`config.mk`:
```
export PLATFORM = sky130hd
export DESIGN_NAME = deque_with_search
export DESIGN_NICKNAME = d
export VERILOG_FILES = /design/src/design/dws_pkg.sv /design/src/design/dws_ram.sv /design/src/design/deque_with_search.sv
export VERILOG_INCLUDE_DIRS = /design/src /design/src/design
export SDC_FILE = /design/constraint.sdc
export NUM_CORES = 2
export LEC_CHECK = 0
export ABC_AREA = 1
export BUFFER_PORTS_ARGS = -buffer_cell sky130_fd_sc_hd__buf_2
export CORE_MARGIN = 3
export CORE_UTILIZATION = 55
export DETAILED_ROUTE_END_ITERATION = 10
export PLACE_DENSITY = 0.7
export SYNTH_ARGS = -nofsm -noshare
export SYNTH_HDL_FRONTEND = slang
export SYNTH_SLANG_ARGS = --single-unit
```
`constraint.sdc`:
```
create_clock -name clk -period 4.8 [get_ports clk]
set_clock_uncertainty 0.2 [all_clocks]
set_input_delay 0.24 -clock clk [delete_from_list [all_inputs] [get_ports clk]]
set_output_delay 0.24 -clock clk [all_outputs]
set_load 0.005 [all_outputs]
```
`src/design/deque_with_search_assert.svh`:
```
// Assertion macros included by the deque top level.
`ifndef DEQUE_WITH_SEARCH_ASSERT_SVH
`define DEQUE_WITH_SEARCH_ASSERT_SVH

// Same-cycle implication, sampled on the rising clock edge outside reset.
`define DWS_ASSERT_IMP(lbl, ante, cons) \
    lbl: assert property (@(posedge clk) disable iff (!rst_n) (ante) |-> (cons)) \
        else $error("deque assertion failed");

// Next-cycle implication, sampled on the rising clock edge outside reset.
`define DWS_ASSERT_NXT(lbl, ante, cons) \
    lbl: assert property (@(posedge clk) disable iff (!rst_n) (ante) |=> (cons)) \
        else $error("deque assertion failed");

`endif

```
`src/design/dws_pkg.sv`:
```
// Constants, codes and index helpers for the double-ended queue.
package dws_pkg;

    localparam int CAPACITY = 64;
    localparam int IDX_W    = $clog2(CAPACITY);
    localparam int CNT_W    = $clog2(CAPACITY + 1);
    localparam int DATA_W   = 32;
    localparam int OP_W     = 3;
    localparam int STAT_W   = 2;
    localparam int OCC_W    = 7;

    localparam logic [OP_W-1:0] OP_PUSH_FRONT = 3'd0;
    localparam logic [OP_W-1:0] OP_PUSH_BACK  = 3'd1;
    localparam logic [OP_W-1:0] OP_POP_FRONT  = 3'd2;
    localparam logic [OP_W-1:0] OP_POP_BACK   = 3'd3;
    localparam logic [OP_W-1:0] OP_SEARCH     = 3'd4;

    localparam logic [STAT_W-1:0] ST_OK    = 2'd0;
    localparam logic [STAT_W-1:0] ST_EMPTY = 2'd1;
    localparam logic [STAT_W-1:0] ST_FULL  = 2'd2;

    typedef logic [IDX_W-1:0] idx_t;
    typedef logic [CNT_W-1:0] cnt_t;

    // Next slot round the circular store.
    function automatic idx_t idx_inc(input idx_t idx);
        idx_t r;
        if (idx == idx_t'(CAPACITY - 1)) begin
            r = '0;
        end else begin
            r = idx + 1'b1;
        end
        return r;
    endfunction

    // Previous slot round the circular store.
    function automatic idx_t idx_dec(input idx_t idx);
        idx_t r;
        if (idx == '0) begin
            r = idx_t'(CAPACITY - 1);
        end else begin
            r = idx - 1'b1;
        end
        return r;
    endfunction

    // Slot of the entry at a given position; the position is below the capacity.
    function automatic idx_t idx_add(input idx_t idx, input cnt_t pos);
        logic [IDX_W:0] sum;
        sum = (IDX_W+1)'(idx) + (IDX_W+1)'(pos);
        if (sum >= (IDX_W+1)'(CAPACITY)) begin
            sum = sum - (IDX_W+1)'(CAPACITY);
        end
        return sum[IDX_W-1:0];
    endfunction

endpackage

```
`src/design/dws_ram.sv`:
```
// Generic single-write, single-read synchronous RAM with registered read data.
module dws_ram #(
    parameter int DEPTH = 64,
    parameter int WIDTH = 32
) (
    input  logic                     clk,
    input  logic                     we,
    input  logic [$clog2(DEPTH)-1:0] waddr,
    input  logic [WIDTH-1:0]         wdata,
    input  logic                     re,
    input  logic [$clog2(DEPTH)-1:0] raddr,
    output logic [WIDTH-1:0]         rdata
);

    logic [WIDTH-1:0] mem [DEPTH];

    // Write port.
    always_ff @(posedge clk)
    begin
        if (we)
        begin
            mem[waddr] <= wdata;
        end
    end

    // Read port, registered read data.
    always_ff @(posedge clk)
    begin
        if (re)
        begin
            rdata <= mem[raddr];
        end
    end

endmodule

```
`src/design/deque_with_search.sv`:
```
// Top level of the bounded double-ended queue with linear search.
//
//  Channel | Handshake             | Payload
//  --------+-----------------------+-----------------------------
//  in      | in_valid / in_ready   | operation, value
//  out     | out_valid / out_ready | status, found, occupancy
//
// Pushes, pops, unused codes and a search on an empty queue are accepted and
// have their result loaded into the output register at the same edge.
// Any other search reads the stored entries from the front through the single
// read port of the entry store, one entry per cycle; each is compared in the
// cycle after its read. A match ends the scan at its compare; otherwise the
// scan closes once every entry has been compared.
// Reset clears the head index, the count and the control state; the entry
// store is not cleared, as only written entries are ever read.
// A new item is taken only when idle and the output register is free or is
// being taken in the same cycle.
module deque_with_search (
    input  logic                          clk,
    input  logic                          rst_n,
    input  logic                          in_valid,
    output logic                          in_ready,
    input  logic [dws_pkg::OP_W-1:0]      operation,
    input  logic signed [dws_pkg::DATA_W-1:0] value,
    output logic                          out_valid,
    input  logic                          out_ready,
    output logic [dws_pkg::STAT_W-1:0]    status,
    output logic                          found,
    output logic [dws_pkg::OCC_W-1:0]     occupancy
);

    import dws_pkg::*;

    `include "deque_with_search_assert.svh"

    localparam logic S_IDLE = 1'b0;
    localparam logic S_SCAN = 1'b1;

    logic                state_reg, state_next;
    idx_t                head_reg, head_next;
    cnt_t                count_reg, count_next;
    cnt_t                pos_reg, pos_next;
    idx_t                addr_reg, addr_next;
    logic                pend_reg, pend_next;
    logic [DATA_W-1:0]   key_reg, key_next;
    logic                out_valid_reg, out_valid_next;
    logic [STAT_W-1:0]   status_reg, status_next;
    logic                found_reg, found_next;
    logic [OCC_W-1:0]    occ_reg, occ_next;

    logic                accept;
    logic                ram_we;
    idx_t                ram_waddr;
    logic                ram_re;
    logic [DATA_W-1:0]   ram_rdata;
    logic                issue;
    logic                hit;
    logic                load_out;
    logic [STAT_W-1:0]   res_status;
    logic                res_found;
    idx_t                new_slot;

    // Entry store.
    dws_ram #(
        .DEPTH (CAPACITY),
        .WIDTH (DATA_W)
    ) u_store (
        .clk   (clk),
        .we    (ram_we),
        .waddr (ram_waddr),
        .wdata (value),
        .re    (ram_re),
        .raddr (addr_reg),
        .rdata (ram_rdata)
    );

    // Handshake.
    assign in_ready  = (state_reg == S_IDLE) && (!out_valid_reg || out_ready);
    assign accept    = in_valid && in_ready;
    assign out_valid = out_valid_reg;
    assign status    = status_reg;
    assign found     = found_reg;
    assign occupancy = occ_reg;

    // Scan progress: one read issued and one compare made per cycle.
    assign issue  = (state_reg == S_SCAN) && (pos_reg < count_reg);
    assign hit    = (state_reg == S_SCAN) && pend_reg && (ram_rdata == key_reg);
    assign ram_re = issue;

    // Request decode and scan sequencing.
    always_comb
    begin
        state_next = state_reg;
        head_next  = head_reg;
        count_next = count_reg;
        pos_next   = pos_reg;
        addr_next  = addr_reg;
        pend_next  = 1'b0;
        key_next   = key_reg;
        ram_we     = 1'b0;
        ram_waddr  = head_reg;
        load_out   = 1'b0;
        res_status = ST_OK;
        res_found  = 1'b0;
        new_slot   = idx_dec(head_reg);

        unique case (state_reg)
            S_IDLE:
            begin
                if (accept)
                begin
                    load_out = 1'b1;
                    unique case (operation)
                        OP_PUSH_FRONT:
                        begin
                            if (count_reg == cnt_t'(CAPACITY))
                            begin
                                res_status = ST_FULL;
                            end
                            else
                            begin
                                ram_we     = 1'b1;
                                ram_waddr  = new_slot;
                                head_next  = new_slot;
                                count_next = count_reg + 1'b1;
                            end
                        end
                        OP_PUSH_BACK:
                        begin
                            if (count_reg == cnt_t'(CAPACITY))
                            begin
                                res_status = ST_FULL;
                            end
                            else
                            begin
                                ram_we     = 1'b1;
                                ram_waddr  = idx_add(head_reg, count_reg);
                                count_next = count_reg + 1'b1;
                            end
                        end
                        OP_POP_FRONT:
                        begin
                            if (count_reg == '0)
                            begin
                                res_status = ST_EMPTY;
                            end
                            else
                            begin
                                head_next  = idx_inc(head_reg);
                                count_next = count_reg - 1'b1;
                            end
                        end
                        OP_POP_BACK:
                        begin
                            if (count_reg == '0)
                            begin
                                res_status = ST_EMPTY;
                            end
                            else
                            begin
                                count_next = count_reg - 1'b1;
                            end
                        end
                        OP_SEARCH:
                        begin
                            if (count_reg == '0)
                            begin
                                res_status = ST_EMPTY;
                            end
                            else
                            begin
                                load_out   = 1'b0;
                                state_next = S_SCAN;
                                pos_next   = '0;
                                addr_next  = head_reg;
                                key_next   = value;
                            end
                        end
                        default:
                        begin
                            res_status = ST_OK;
                        end
                    endcase
                end
            end
            S_SCAN:
            begin
                if (issue)
                begin
                    pend_next = 1'b1;
                    pos_next  = pos_reg + 1'b1;
                    addr_next = idx_inc(addr_reg);
                end
                // Finish on a match, or once every entry has been compared.
                if (hit || (!issue && !pend_reg))
                begin
                    load_out   = 1'b1;
                    res_found  = hit;
                    pend_next  = 1'b0;
                    state_next = S_IDLE;
                end
            end
            default:
            begin
                state_next = S_IDLE;
            end
        endcase
    end

    // Output register.
    always_comb
    begin
        out_valid_next = out_valid_reg;
        status_next    = status_reg;
        found_next     = found_reg;
        occ_next       = occ_reg;
        if (load_out)
        begin
            out_valid_next = 1'b1;
            status_next    = res_status;
            found_next     = res_found;
            occ_next       = OCC_W'(count_next);
        end
        else if (out_ready)
        begin
            out_valid_next = 1'b0;
        end
    end

    // Control state.
    always_ff @(posedge clk or negedge rst_n)
    begin
        if (!rst_n)
        begin
            state_reg     <= S_IDLE;
            head_reg      <= '0;
            count_reg     <= '0;
            pend_reg      <= 1'b0;
            out_valid_reg <= 1'b0;
        end
        else
        begin
            state_reg     <= state_next;
            head_reg      <= head_next;
            count_reg     <= count_next;
            pend_reg      <= pend_next;
            out_valid_reg <= out_valid_next;
        end
    end

    // Payload registers.
    always_ff @(posedge clk)
    begin
        pos_reg    <= pos_next;
        addr_reg   <= addr_next;
        key_reg    <= key_next;
        status_reg <= status_next;
        found_reg  <= found_next;
        occ_reg    <= occ_next;
    end

    // The count never passes the capacity.
    `DWS_ASSERT_IMP(a_count_bound, 1'b1, count_reg <= cnt_t'(CAPACITY))
    // While a search runs, no result waits in the output register.
    `DWS_ASSERT_IMP(a_scan_out_free, state_reg == S_SCAN, !out_valid_reg)
    // A search on a non-empty queue starts a scan and holds back its result.
    `DWS_ASSERT_NXT(a_search_starts,
        accept && operation == OP_SEARCH && count_reg != '0,
        state_reg == S_SCAN && !out_valid_reg)
    // A push into a queue with room grows the count by one.
    `DWS_ASSERT_NXT(a_push_grows,
        accept && (operation == OP_PUSH_FRONT || operation == OP_PUSH_BACK)
            && count_reg != cnt_t'(CAPACITY),
        count_reg == $past(count_reg) + 1'b1)

endmodule
```
==> results.py <==
metrics = {
    "status": {
        "status": "completed",
    },
    "synth": {
        "synth_cells": 6720,
        "synthesis.nets": 6778,
        "ys.flop_type": "edfxtp_1",
        "ys_seq_area_share_pct": 74.87,
        "yosysWarnings": 0,
        "syn_avg_cell_area_um2": 12.82,
        "yosys-top-cells-area": "edfxtp_1 74%, o21ai_0 6.1%, nor2_1 5.0%",
        "async_flop_share_pct": 0.7438,
        "synth_cell_type_count": 46,
        "synth_edf_count": 2135,
        "synth_top_area_share_pct": 74.41,
        "synth_seq_cells": 2151,
        "syn_area_mm2": 0.08616,
        "post-synth-top-area-cell": "edfxtp_1",
    },
    "final_layout": {
        "design_area_mm2": 0.09594,
        "post-route-util_pct": 61.99,
        "n_fill_cell": 11430,
        "drive_gt1_share_pct": 9.271,
        "largest_register_ff_count": 2048,
        "nNetsFinal": 6794,
        "area_delta_synth_final_pct": 11.34,
    },
    "timing": {
        "period_needed_ns": 4.139,
        "setup_tns_ns": 0,
        "finalHoldViolations": 0,
        "grt_setup_unrepaired": "false",
        "slew_violations": 0,
        "max_freq_ghz": 0.2416,
        "slew_headroom_pct": 11.80,
        "period_share_pct": 86.24,
        "worstMarginPinSlew_ns": 1.323,
        "setup_viol_count_final": 0,
    },
    "cts": {
        "cts_buffer_depth": 3,
        "numCtsBuffers": 205,
        "root_buffer": "clkbuf_16",
        "cts_tree": "yes",
        "cts.clk_slew.worst_paths_ns": 0.06,
        "htree_levels": 4,
        "cts_sinks": 2151,
        "worstSkewPairLatency_ns": 0.84,
    },
    "critical_path": {
        "reg2reg_from": "count_reg[1]",
        "critPathMaxFanout": 14,
        "worst_ep_required_time_ns": 5.10,
        "worstPathArrival_ns": 4.44,
        "reg2reg_slack_ns": 0.66,
        "cp-start-kind": "flip-flop",
        "criticalPathCategory": "flip-flop to flip-flop",
        "rr_endpoint": "u_store.mem[57][26]",
        "rr_worst_depth": 13,
        "worstSetupEndpointType": "flip-flop",
        "crit_path_start": "count_reg[1]",
    },
    "detailed_routing": {
        "firstDrtPassIters": 6,
        "wl_per_cell_um": 26.34,
        "drt_wl_total_um": 235900,
        "drc": 0,
        "vias_per_cell": 6.307,
        "num_vias": 56480,
        "antenna_left": 0,
        "drt-initial-drc-count": 7974,
    },
    "pwr": {
        "leakagePower_nw": 31.11,
        "power_density_mw_per_mm2": 413.2,
        "vdd_drop_max_uv": 398.2,
    },
    "floorplan": {
        "placementRows": 144,
        "die_h_um": 401.8,
        "die_area_mm2": 0.1614,
        "start_util_pct": 55.67,
        "ios": 51,
        "die_x_um": 401.8,
        "core_mm2": 0.1548,
    },
    "global_route": {
        "grt_pass1_wl_um": 347700,
        "first_global_vias": 53810,
        "track_usage_pct": 28.79,
        "antenna_found_initial": 13,
        "overflow": 0,
        "grt_max_degree": 213,
    },
    "placed_design": {
        "dpl_cell_area_mm2": 0.08924,
        "io_buffers": 50,
        "hpwlAfterDp_um": 126400,
        "gp_congestion": 0.8903,
    },
    "flow_run": {
        "maxCapViolations": 0,
    },
    "hold_path": {
        "min_to": "count_reg[6]",
        "min_path_type": "input port to flip-flop",
        "hp-start": "in_valid",
        "hold_depth": 5,
    },
}
area by class of cell:
type / instances / area [um2] / area share (%)
clock buffers: 251 / 5345 / 5.572
repair buffers: 263 / 2375 / 2.475
well taps: 2044 / 2557 / 2.666
diodes: 7 / 17.52 / 0.01826
inverters: 91 / 399.1 / 0.4160
flip-flops and latches: 2151 / 64510 / 67.24
multi-input cells: 4024 / 19800 / 20.64
clock inverters: 123 / 933.4 / 0.9729
placed cells by master (no fill, tap or decap), drive strengths merged:
cell / n
buf: 223
ha: 18
nand3b: 5
xnor2: 8
o21a: 1
nor4: 6
edfxtp: 2135
a22oi: 3
or2: 14
o22ai: 510
fa: 1
o221ai: 13
clkbuf: 251
bufinv: 10
dfrtp: 16
o2111ai: 1
o21ai: 1056
o211ai: 10
nand4: 21
nand3: 478
nor3: 10
o21bai: 1
and2: 29
dlygate4sd3: 40
nor2: 1156
nor4b: 1
inv: 96
clkinv: 102
xor2: 13
clkinvlp: 6
nand2: 646
diode: 7
a21oi: 23
per-stage QoR:
stage          total power (W)  cells  setup slack (ns)  hold WS (ns)
2_1_floorplan          0.02325   6720            0.8616       -0.2556
3_3_place_gp           0.02467   8533            0.7445       0.04569
3_5_place_dp           0.02471   8533            0.6680       0.03365
4_1_cts                0.03971   8947            0.6701      0.006665
5_1_grt                0.04075   8947            0.4731       0.09273
6_report               0.03964   8954            0.6607       0.07350
synthesized netlist by cell type, types with 13 or more instances:
library cell	number
buf_2	121
xor2_1	13
nand3_1	455
buf_4	18
a21oi_1	21
nand4_1	20
and2_1	29
o22ai_1	510
o21ai_0	1047
clkbuf_1	278
buf_1	29
or2_2	14
nand3_4	14
nor2_1	1147
ha_1	18
dfrtp_1	16
inv_1	75
edfxtp_1	2135
nand2_1	637
o221ai_1	13
what timing repair did:
item,in CTS,in global routing
hold buffers,40,0
gates resized for setup,0,0
buffers inserted,0,0
endpoints found under the hold margin,1166,0
worst max path at each step:
stage	slack (ns)	cells after the start	to
5_1_grt	0.47	13	u_store.mem[13][21]
2_1_floorplan	0.86	13	u_store.mem[16][0]
4_1_cts	0.67	13	u_store.mem[13][21]
6_report	0.66	13	u_store.mem[57][26]
3_3_place_gp	0.74	13	u_store.mem[13][10]
3_5_place_dp	0.67	13	u_store.mem[13][27]
power by group:
group	leakage (nW)	total, W	internal (W)	switching (W)
sequential	19.4	0.0210	0.0208	0.000139
clock	3.07	0.0153	0.00844	0.00682
combinational	8.65	0.00342	0.000877	0.00255
routing by layer:
metal	vias up	global-route usage, %	part of all wire [%]
li1	24830	-	-
met1	27790	41.21	39
met2	3363	43.54	46
met3	496	5.390	11
met4	4	12.70	4.6
met5	-	0	0.013
worst max-delay path, stage by stage, from the launching register on:
cell	delay, ns
dfrtp_1	0.44
inv_1	0.20
ha_1	0.30
nand2_2	0.09
nor2_4	0.12
nand2_4	0.15
o21ai_1	0.21
nand2_1	0.09
nand2_1	0.07
nand2_1	0.08
nor2_4	0.22
nand3_2	0.68
nor2_4	0.61
buf_4	0.33
cells by family after synthesis:
| logic type | after synthesis | synth area share (%) |
|---|---|---|
| flops | 2151 | 74.87 |
| buf+inv | 545 | 2.717 |
| xor+xnor | 21 | 0.2135 |
| compound gates | 1618 | 10.28 |
| fa+ha+maj | 19 | 0.2846 |
| simple gates | 2366 | 11.63 |
Power figures use the tool's default switching activity.
